File: src/sv/afi_pkg.sv
// afi_pkg: shared constants, sideband type and angle table for the AFI voxel engine.
// No dependencies; imported by every module of the block.
package afi_pkg;

    localparam int MAG_BITS_DEF   = 12;
    localparam int PHASE_BITS_DEF = 13;

    localparam int CFG_IDX_W  = 3;
    localparam int CFG_DATA_W = 16;

    localparam logic [CFG_IDX_W-1:0] REG_REP_RATIO = 3'd0;
    localparam logic [CFG_IDX_W-1:0] REG_INV_ANGLE = 3'd1;
    localparam logic [CFG_IDX_W-1:0] REG_CUTOFF    = 3'd2;
    localparam logic [CFG_IDX_W-1:0] REG_B0_FIRST  = 3'd3;
    localparam logic [CFG_IDX_W-1:0] REG_B0_SECOND = 3'd4;

    localparam logic [15:0] REP_RATIO_RST = 16'd20480;
    localparam logic [15:0] INV_ANGLE_RST = 16'd1092;
    localparam logic [11:0] CUTOFF_RST    = 12'd100;
    localparam logic [15:0] B0_SCALE_RST  = 16'd16000;

    localparam int SQRT_STEPS   = 32;
    localparam int CORDIC_STEPS = 20;
    localparam int CW           = 36;   // cordic x/y width
    localparam int ZW           = 26;   // angle accumulator width, degrees Q16
    localparam int ZCW          = 24;   // clamped angle width

    localparam logic signed [ZW-1:0] Z_90  = ZW'(90 * 65536);
    localparam logic signed [ZW-1:0] Z_180 = ZW'(180 * 65536);

    typedef struct packed {
        logic [15:0] b0_first;
        logic [15:0] b0_second;
        logic        in_mask;
        logic        ratio_invalid;
    } side_t;

    function automatic logic signed [ZW-1:0] atan_deg_q16(input int idx);
        logic signed [ZW-1:0] a;
        case (idx)
            0:       a = ZW'(2949120);
            1:       a = ZW'(1740967);
            2:       a = ZW'(919879);
            3:       a = ZW'(466945);
            4:       a = ZW'(234379);
            5:       a = ZW'(117304);
            6:       a = ZW'(58666);
            7:       a = ZW'(29335);
            8:       a = ZW'(14668);
            9:       a = ZW'(7334);
            10:      a = ZW'(3667);
            11:      a = ZW'(1833);
            12:      a = ZW'(917);
            13:      a = ZW'(458);
            14:      a = ZW'(229);
            15:      a = ZW'(115);
            16:      a = ZW'(57);
            17:      a = ZW'(29);
            18:      a = ZW'(14);
            19:      a = ZW'(7);
            default: a = '0;
        endcase
        return a;
    endfunction

endpackage

File: src/sv/afi_front.sv
// afi_front: phase wrap, B0 offsets, acos fraction, validity and pre-scaling for the root.
// Depends on afi_pkg.
module afi_front
    import afi_pkg::*;
#(
    parameter int MAG_BITS   = MAG_BITS_DEF,
    parameter int PHASE_BITS = PHASE_BITS_DEF
)
(
    input  logic                          clk,
    input  logic                          rst_n,
    input  logic                          adv,
    input  logic                          in_valid,
    input  logic [MAG_BITS-1:0]           mag_a,
    input  logic [MAG_BITS-1:0]           mag_b,
    input  logic [MAG_BITS-1:0]           mag_c,
    input  logic [MAG_BITS-1:0]           mag_d,
    input  logic signed [PHASE_BITS-1:0]  pha_a,
    input  logic signed [PHASE_BITS-1:0]  pha_b,
    input  logic signed [PHASE_BITS-1:0]  pha_c,
    input  logic signed [PHASE_BITS-1:0]  pha_d,
    input  logic [15:0]                   rep_ratio,
    input  logic [11:0]                   cutoff,
    input  logic [15:0]                   scale_first,
    input  logic [15:0]                   scale_second,
    output logic                          valid,
    output logic [31:0]                   s_sh,
    output logic [31:0]                   t_sh,
    output logic signed [MAG_BITS+17:0]   x_sh,
    output side_t                         side
);

    localparam int NW   = MAG_BITS + 18;
    localparam int DW   = PHASE_BITS + 1;
    localparam int BW   = PHASE_BITS + 18;
    localparam int PW   = MAG_BITS + 16;
    localparam int CMPW = (MAG_BITS > 12) ? MAG_BITS : 12;
    localparam logic signed [BW-1:0] B0_HALF = BW'(1) <<< (PHASE_BITS - 1);

    function automatic logic signed [DW-1:0] wrap_diff(
        input logic signed [PHASE_BITS-1:0] a,
        input logic signed [PHASE_BITS-1:0] b
    );
        logic signed [DW:0] d;
        logic signed [DW:0] half;
        logic signed [DW:0] full;
        half = (DW+1)'(1) <<< (PHASE_BITS - 1);
        full = (DW+1)'(1) <<< PHASE_BITS;
        d    = (DW+1)'(b) - (DW+1)'(a);
        if (d > half)
            d = d - full;
        if (d <= -half)
            d = d + full;
        return DW'(d);
    endfunction

    function automatic logic [15:0] b0_round(
        input logic signed [BW-1:0] p,
        input logic                 zero
    );
        logic signed [BW-1:0] q;
        logic [15:0]          r;
        q = (p + B0_HALF) >>> PHASE_BITS;
        if (zero)
            r = '0;
        else if (q > BW'(32767))
            r = 16'h7FFF;
        else if (q < -BW'(32768))
            r = 16'h8000;
        else
            r = q[15:0];
        return r;
    endfunction

    logic [4:0] vld_reg;

    // stage 1
    logic signed [DW-1:0] s1_d01, s1_d02_reg, s1_d23_reg;
    logic                 s1_f_reg;
    logic [PW-1:0]        s1_bn_reg, s1_an_reg;
    logic [MAG_BITS-1:0]  s1_ma_reg, s1_mb_reg;
    logic                 s1_mask_reg, s1_za_reg, s1_zc_reg, s1_zd_reg;
    logic [DW-1:0]        s1_abs;

    // stage 2
    logic signed [BW-1:0] s2_bp1_reg, s2_bp2_reg;
    logic signed [NW-1:0] s2_num_reg, s2_den_reg;
    logic                 s2_mask_reg, s2_za_reg, s2_zc_reg, s2_zd_reg;
    logic signed [NW-1:0] s2_bn, s2_an, s2_a12, s2_b12;
    logic signed [BW-1:0] s2_d02e, s2_d23e, s2_sc1, s2_sc2;

    // stage 3
    side_t                s3_side_reg;
    logic signed [NW-1:0] s3_num_reg, s3_den_reg;
    logic [NW-1:0]        s3_anum, s3_aden;

    // stage 4
    side_t                s4_side_reg;
    logic [NW-1:0]        s4_s_reg, s4_t_reg;
    logic signed [NW-1:0] s4_x_reg;

    // stage 5
    logic [63:0] st64, s64, t64;
    logic [5:0]  k;

    always_ff @(posedge clk or negedge rst_n)
    begin
        if (!rst_n)
            vld_reg <= '0;
        else if (adv)
            vld_reg <= {vld_reg[3:0], in_valid};
    end

    assign valid = vld_reg[4];

    assign s1_d01 = wrap_diff(pha_a, pha_b);
    assign s1_abs = (s1_d01 < 0) ? DW'(-s1_d01) : DW'(s1_d01);

    always_ff @(posedge clk)
    begin
        if (adv)
        begin
            s1_d02_reg  <= wrap_diff(pha_a, pha_c);
            s1_d23_reg  <= wrap_diff(pha_c, pha_d);
            s1_f_reg    <= (s1_abs >= (DW'(1) << (PHASE_BITS - 2)));
            s1_bn_reg   <= PW'(mag_b) * PW'(rep_ratio);
            s1_an_reg   <= PW'(mag_a) * PW'(rep_ratio);
            s1_ma_reg   <= mag_a;
            s1_mb_reg   <= mag_b;
            s1_mask_reg <= (CMPW'(mag_a) >= CMPW'(cutoff));
            s1_za_reg   <= (mag_a == '0);
            s1_zc_reg   <= (mag_c == '0);
            s1_zd_reg   <= (mag_d == '0);
        end
    end

    assign s2_bn   = $signed(NW'(s1_bn_reg));
    assign s2_an   = $signed(NW'(s1_an_reg));
    assign s2_a12  = $signed(NW'({s1_ma_reg, 12'b0}));
    assign s2_b12  = $signed(NW'({s1_mb_reg, 12'b0}));
    assign s2_d02e = BW'(s1_d02_reg);
    assign s2_d23e = BW'(s1_d23_reg);
    assign s2_sc1  = $signed(BW'(scale_first));
    assign s2_sc2  = $signed(BW'(scale_second));

    always_ff @(posedge clk)
    begin
        if (adv)
        begin
            s2_bp1_reg  <= s2_d02e * s2_sc1;
            s2_bp2_reg  <= s2_d23e * s2_sc2;
            s2_num_reg  <= s1_f_reg ? (-s2_bn - s2_a12) : (s2_bn - s2_a12);
            s2_den_reg  <= s1_f_reg ? (s2_an + s2_b12) : (s2_an - s2_b12);
            s2_mask_reg <= s1_mask_reg;
            s2_za_reg   <= s1_za_reg;
            s2_zc_reg   <= s1_zc_reg;
            s2_zd_reg   <= s1_zd_reg;
        end
    end

    assign s3_anum = (s2_num_reg < 0) ? NW'(-s2_num_reg) : NW'(s2_num_reg);
    assign s3_aden = (s2_den_reg < 0) ? NW'(-s2_den_reg) : NW'(s2_den_reg);

    always_ff @(posedge clk)
    begin
        if (adv)
        begin
            s3_side_reg.b0_first      <= b0_round(s2_bp1_reg, s2_za_reg | s2_zc_reg);
            s3_side_reg.b0_second     <= b0_round(s2_bp2_reg, s2_zc_reg | s2_zd_reg);
            s3_side_reg.in_mask       <= s2_mask_reg;
            s3_side_reg.ratio_invalid <= s2_za_reg || (s2_den_reg == '0)
                                         || (s3_anum > s3_aden);
            s3_num_reg <= (s2_den_reg < 0) ? -s2_num_reg : s2_num_reg;
            s3_den_reg <= (s2_den_reg < 0) ? -s2_den_reg : s2_den_reg;
        end
    end

    always_ff @(posedge clk)
    begin
        if (adv)
        begin
            s4_side_reg <= s3_side_reg;
            s4_s_reg    <= NW'(s3_den_reg - s3_num_reg);
            s4_t_reg    <= NW'(s3_den_reg + s3_num_reg);
            s4_x_reg    <= s3_num_reg;
        end
    end

    // scale both root operands below 2^32
    assign s64  = 64'(s4_s_reg);
    assign t64  = 64'(s4_t_reg);
    assign st64 = s64 | t64;

    always_comb
    begin
        k = '0;
        for (int i = 32; i < 64; i++)
        begin
            if (st64[i])
                k = 6'(i - 31);
        end
    end

    always_ff @(posedge clk)
    begin
        if (adv)
        begin
            side <= s4_side_reg;
            s_sh <= 32'(s64 >> k);
            t_sh <= 32'(t64 >> k);
            x_sh <= s4_x_reg >>> k;
        end
    end

endmodule

File: config.mk
export PLATFORM = sky130hd
export DESIGN_NAME = afi_front
export DESIGN_NICKNAME = d
export VERILOG_FILES = /design/src/sv/afi_pkg.sv /design/src/sv/afi_front.sv
export SDC_FILE = /design/constraint.sdc
export NUM_CORES = 2
export LEC_CHECK = 0
export BUFFER_PORTS_ARGS = -buffer_cell sky130_fd_sc_hd__clkbuf_2
export CAP_MARGIN = 20
export CORE_AREA = 3 3 402 404
export DETAILED_ROUTE_END_ITERATION = 7
export DIE_AREA = 0 0 405 407
export PLACE_DENSITY = 0.52
export SLEW_MARGIN = 20
export SYNTH_ARGS = -nofsm -noshare
export SYNTH_HDL_FRONTEND = slang
export SYNTH_SLANG_ARGS = --single-unit
export TNS_END_PERCENT = 5
File: constraint.sdc
create_clock -name clk -period 11.3 [get_ports clk]
set_input_delay 2.26 -clock clk [delete_from_list [all_inputs] [get_ports clk]]
set_output_delay 2.26 -clock clk [all_outputs]
set_load 0.02 [all_outputs]
# [Yosys cells after proc, flatten, opt, wreduce, memory -nomap -nowiden]
# Cells that the tools add are included.
# W data, S select, Z words.
[word_totals] inputBits=164 ff_bits=590 word_cells=146
[op_classes] bitwise_logic=2 add_sub_neg=21 n_reduce_logical=8 order_cmp=16 mux=50 shift=3 n_mul=4
[op_table] op="$mux W6" n=31
[op_table] op="$mux W30" n=5
[op_table] op="$mux W15" n=7
[op_table] op="$shr A30 B6 Y32" n=2
[op_table] op="$add A31 B14 Y31 const B" n=2
[op_table] op="$mul A14 B17 Y31" n=2
[op_table] op="$lt A30 B1 Y1 const B" n=2
[op_table] op="$neg A30 Y30" n=2
[op_table] op="$sub A28 B24 Y29" n=2
[op_table] op="$mul A12 B16 Y28" n=2
[op_table] op="$mux W14" n=4
[op_table] op="$le A15 B13 Y1 const B" n=3
[op_table] op="$sub A14 B15 Y15 const B" n=3
[op_table] op="$add A14 B14 Y14 const B" n=3
[op_table] op="$gt A14 B14 Y1 const B" n=3
[op_table] op="$sub A13 B13 Y14" n=3
[op_table] op="$gt A18 B16 Y1 const B" n=2
[op_table] op="$logic_not A12 Y1" n=3
[op_table] op="$lt A18 B16 Y1 const B" n=2
[op_table] op="$mux W16" n=2
[op_table] op="$add A30 B30 Y30" n=1
[op_table] op="$gt A30 B30 Y1" n=1
[op_table] op="$logic_not A30 Y1" n=1
[op_table] op="$neg A28 Y30" n=1
[op_table] op="12 further kinds" n=15

# [Longest topological paths before layout]
[logic_depth] ltp_word=33 ltp_mapped=25 mapped_depth_nobuf=24

# [Worst setup path before layout]
# No wires, ideal clock.
[synth_path] kind="input -> register" startpoint="input port scale_first[5]" endpoint="register s2_bp1_reg[30] (data pin)" cell_stages=25 setup_slack_ns=2.670 n_path_buf=1 t_arrival_ns=8.359 required_ns=11.029 setup_time_ns=0.271 path_cell_list="clkbuf_1 -> and2_1 -> fa_1 -> inv_1 -> fa_1 -> inv_1 -> fa_1 -> inv_1 -> fa_1 -> inv_1 -> fa_1 -> inv_1 -> fa_1 -> inv_1 -> ha_1 -> nand3_1 -> a21oi_1 -> a221oi_1 -> a21oi_1 -> a41o_1 -> o31a_1 -> o41ai_2 -> nor2_1 -> a2111oi_0 -> xnor2_1"
[synth_via] elab_chain_len=1
[synth_lines] item="start: declaration" line="afi_front.sv:24" rtl="input logic [15:0] scale_first,"
[synth_lines] item="$mul A14 B17 Y31" line="afi_front.sv:150" rtl="s2_bp1_reg <= s2_d02e * s2_sc1;"
[synth_lines] item="end signal: assignment" line="afi_front.sv:150"
[synth_lines] item="end: declaration" line="afi_front.sv:86" rtl="logic signed [BW-1:0] s2_bp1_reg, s2_bp2_reg;"
# Every way passes these cells.
# A chain may end at the register's enable or synchronous reset.

# [Final worst setup path]
# Ends and elaborated chain as after synthesis.

==> results by group <==
Status
  – Status: complete, no violations

Worst setup path
  – R2r endpoint: s2_bp1_reg[30]
  – Top delay family on crit path: adder cells
  – Buf/Inv on CP: 7
  – Critical Path RT: between 10000 and 15000 ps
  – R2R Setup Slk: ~3500 ps
  – Max incr delay on CP: about 540 ps
  – Slowest-stage cell, CP: fa_1
  – CP Capture Type: flip-flop
  – CP Launch Point: scale_first[5]
  – Worst EP arrival: 9190 ps
  – Reg-to-Reg Start: s1_d02_reg[4]
  – Critical Path Source Type: input pin
  – R2R depth: 24
  – Crit-path max FO: 14
  – WS Path Type: in2reg

Final layout
  – Layout cells sized above 1: between 7 and 8%
  – Nets: roughly 7000
  – Post-route cell area: 61200 µm²
  – Fill cell count: 15700
  – Area grow syn2layout: 10.4%

Die
  – FP Rows: about 150
  – Die Area: ~160000 µm²
  – Initial core utilization: 35.0%
  – Die Span Y: between 400 and 500 µm
  – Io pins: 293
  – Core area: roughly 160000 µm²
  – Chip width: ~410 µm

Global route
  – Vias in the first global route: 38900
  – Initial antenna violation count: 1
  – Gr ovfl total: 0
  – GR Util All Layers: ~17%
  – Largest net degree at the start of global routing: 160
  – First-pass GRT wire length: between 200 and 250 mm

Synthesis
  – Most frequent cells after synthesis: inv_1, fa_1, nand2_1
  – Post-synth EDFFs: 555
  – Top-count cell post-synth: inv_1
  – Largest cells by area after synthesis: edfxtp_1, fa_1, ha_1
  – Syn avg cell area: 10.2 µm²
  – Synth unique cells: 81
  – Mapped Cells: 5417
  – Top cell type's share of synthesized area: between 30 and 40%
  – Register area share after synthesis: between 30% and 40%
  – Main flop type after synthesis: edfxtp_1
  – Synthesized area: between 50000 and 60000 µm²
  – Seq cells post-synth: 560
  – Asr flop ratio synth: less than 1%
  – Cell taking the most area after synthesis: edfxtp_1
  – Warnings, synthesis: 0

Placement
  – Port bufs: around 290
  – HPWL Detailed: ~110 mm
  – DP Area: approximately 60000 µm²
  – GP Congestion: ~0.87

Clocking
  – Maximum buffer depth of the clock tree: 3
  – Clock Latency Late Sink: around 650 ps
  – TritonCTS buffer count: 69
  – Clk sink count: between 500 and 600
  – CTS tree: built
  – Setup Fix Bufs, Post-CTS: 0
  – Root buf cell: clkbuf_16
  – Clk pin slew, worst setup/hold paths: 60 ps
  – H-tree Lvls: 3
  – Post-cts hold buffer count: 0
  – Post-cts resize count: 0

Detailed routing
  – WL per Instance: between 15 and 20 µm
  – Routed via count: around 37000
  – Antenna-violating nets left: 0
  – DRT iter0 DRCs: between 1500 and 2000
  – Drc violations: 0
  – Via-per-instance ratio: about 4.8
  – Routed WL: approximately 140 mm
  – TritonRoute pass-1 iters: 5

STA
  – Final TNS setup: 0 ps
  – Period utilisation layout: between 70% and 80%
  – Clock Skews: between 30 and 40 ps
  – Worst Tran Pin Value: just over 1000 ps
  – Finish-stage setup viols: 0
  – Hold Vio Cnt, Final: 0
  – FMAX: around 110 MHz
  – Tmin final: 8830 ps
  – Worst slew margin: between 30 and 40%
  – WHS: slightly above 400 ps
  – RSZ-0062 raised after global routing: no
  – Max Slew Vio Count: 0

Hold path
  – Hold Path Class: reg2reg
  – Worst hold start: s4_s_reg[27]
  – WHS Endpoint: s_sh[27]
  – Hold depth: 0

Job
  – Number of max-cap violations: 0
[worst register-to-register path: cells and delay by family, from the launching register on]
| family | cells | cell delay [ps] |
|---|---|---|
| adder cells (fa/ha/maj) | 7 | 3400 |
| buffers and inverters | 6 | 300 |
| flip-flops | 1 | 700 |
| XOR/XNOR | 1 | 110 |
| AO/OA/AOI/OAI | 7 | 2470 |
| AND/OR/NAND/NOR | 3 | 510 |
[per-layer routing]
| layer | global-route usage (%) | vias up | wire, µm |
|---|---|---|---|
| met1 | 23.3 | 18200 | 64300 |
| met3 | 1.75 | 177 | 4970 |
| met2 | 28.0 | 713 | 63600 |
| met5 | 0 | - | 0 |
| met4 | 6.27 | 0 | 4790 |
| li1 | - | 18000 | - |
[through the flow]
step / utilization [%] / cells / setup WS (ps)
floorplan: - / 5420 / 2670
global placement: 37.2 / 7608 / 1710
detailed placement: 37.2 / 7608 / 1870
CTS: 38.7 / 7734 / 2540
global route: 38.7 / 7734 / 2190
finish: 38.7 / 7735 / 2470
[cell usage in the layout, fill, tap and decap left out, types with 10 or more instances in the layout]
| cell | netlist | final |
|---|---|---|
| inv_1 | 978 | 978 |
| fa_1 | 618 | 618 |
| nand2_1 | 614 | 614 |
| ha_1 | 578 | 578 |
| edfxtp_1 | 555 | 555 |
| and2_1 | 348 | 348 |
| clkbuf_2 | 0 | 287 |
| xnor2_1 | 234 | 234 |
| nor2_1 | 195 | 195 |
| a21oi_1 | 172 | 172 |
| o21ai_0 | 153 | 153 |
| xor2_1 | 75 | 75 |
| clkbuf_16 | 0 | 73 |
| nor2b_1 | 63 | 63 |
| a21o_1 | 56 | 56 |
| nor3_1 | 52 | 52 |
| nand2b_1 | 47 | 47 |
| nand3_1 | 44 | 44 |
| o21a_1 | 41 | 41 |
| o21bai_1 | 35 | 35 |
| a211oi_1 | 26 | 26 |
| or3_1 | 25 | 25 |
| and3_1 | 25 | 25 |
| nor4_1 | 21 | 21 |
| a21boi_0 | 19 | 19 |
| nand4_1 | 18 | 18 |
| a31oi_1 | 18 | 18 |
| o31ai_1 | 18 | 18 |
| or2_2 | 12 | 12 |
| a2111oi_0 | 14 | 12 |
| o31a_1 | 12 | 12 |
| o211ai_1 | 12 | 12 |
| nor3b_1 | 11 | 11 |
| clkinv_2 | 0 | 11 |
| clkinv_1 | 0 | 10 |
[kinds of logic after synthesis]
family | Yosys count | synth area share, %
simple gates | 1512 | 13.4
fa+ha+maj | 1196 | 35.4
buf+inv | 1161 | 7.90
compound gates | 661 | 7.80
flops | 560 | 30.3
xor+xnor | 309 | 4.88
mux | 17 | 0.325
other cells | 1 | 0.00677
[worst max path at each step]
stage,end,slack (ps),cells past startpoint
2_1_floorplan,s2_bp1_reg[30],2670,25
3_3_place_gp,s2_bp2_reg[27],1710,22
3_5_place_dp,s2_bp1_reg[30],1870,25
4_1_cts,s2_bp1_reg[30],2540,25
5_1_grt,s2_bp1_reg[30],2190,25
6_report,s2_bp1_reg[30],2470,25
[final cells by class]
| class | instances | area [µm²] | share of cell area [%] |
|---|---|---|---|
| Clock inverter | 44 | 457 | 0.746 |
| Clock buffer | 82 | 1860 | 3.04 |
| Antenna cell | 1 | 2.50 | 0.00409 |
| Sequential cell | 560 | 16800 | 27.4 |
| Timing Repair Buffer | 299 | 1560 | 2.55 |
| Inverter | 978 | 3670 | 6.00 |
| Multi-Input combinational cell | 3699 | 34300 | 56.0 |
| Tap cell | 2072 | 2590 | 4.24 |
Power is not shown: default switching activity piles up to over one toggle a cycle in this logic, so the estimate is an artifact.
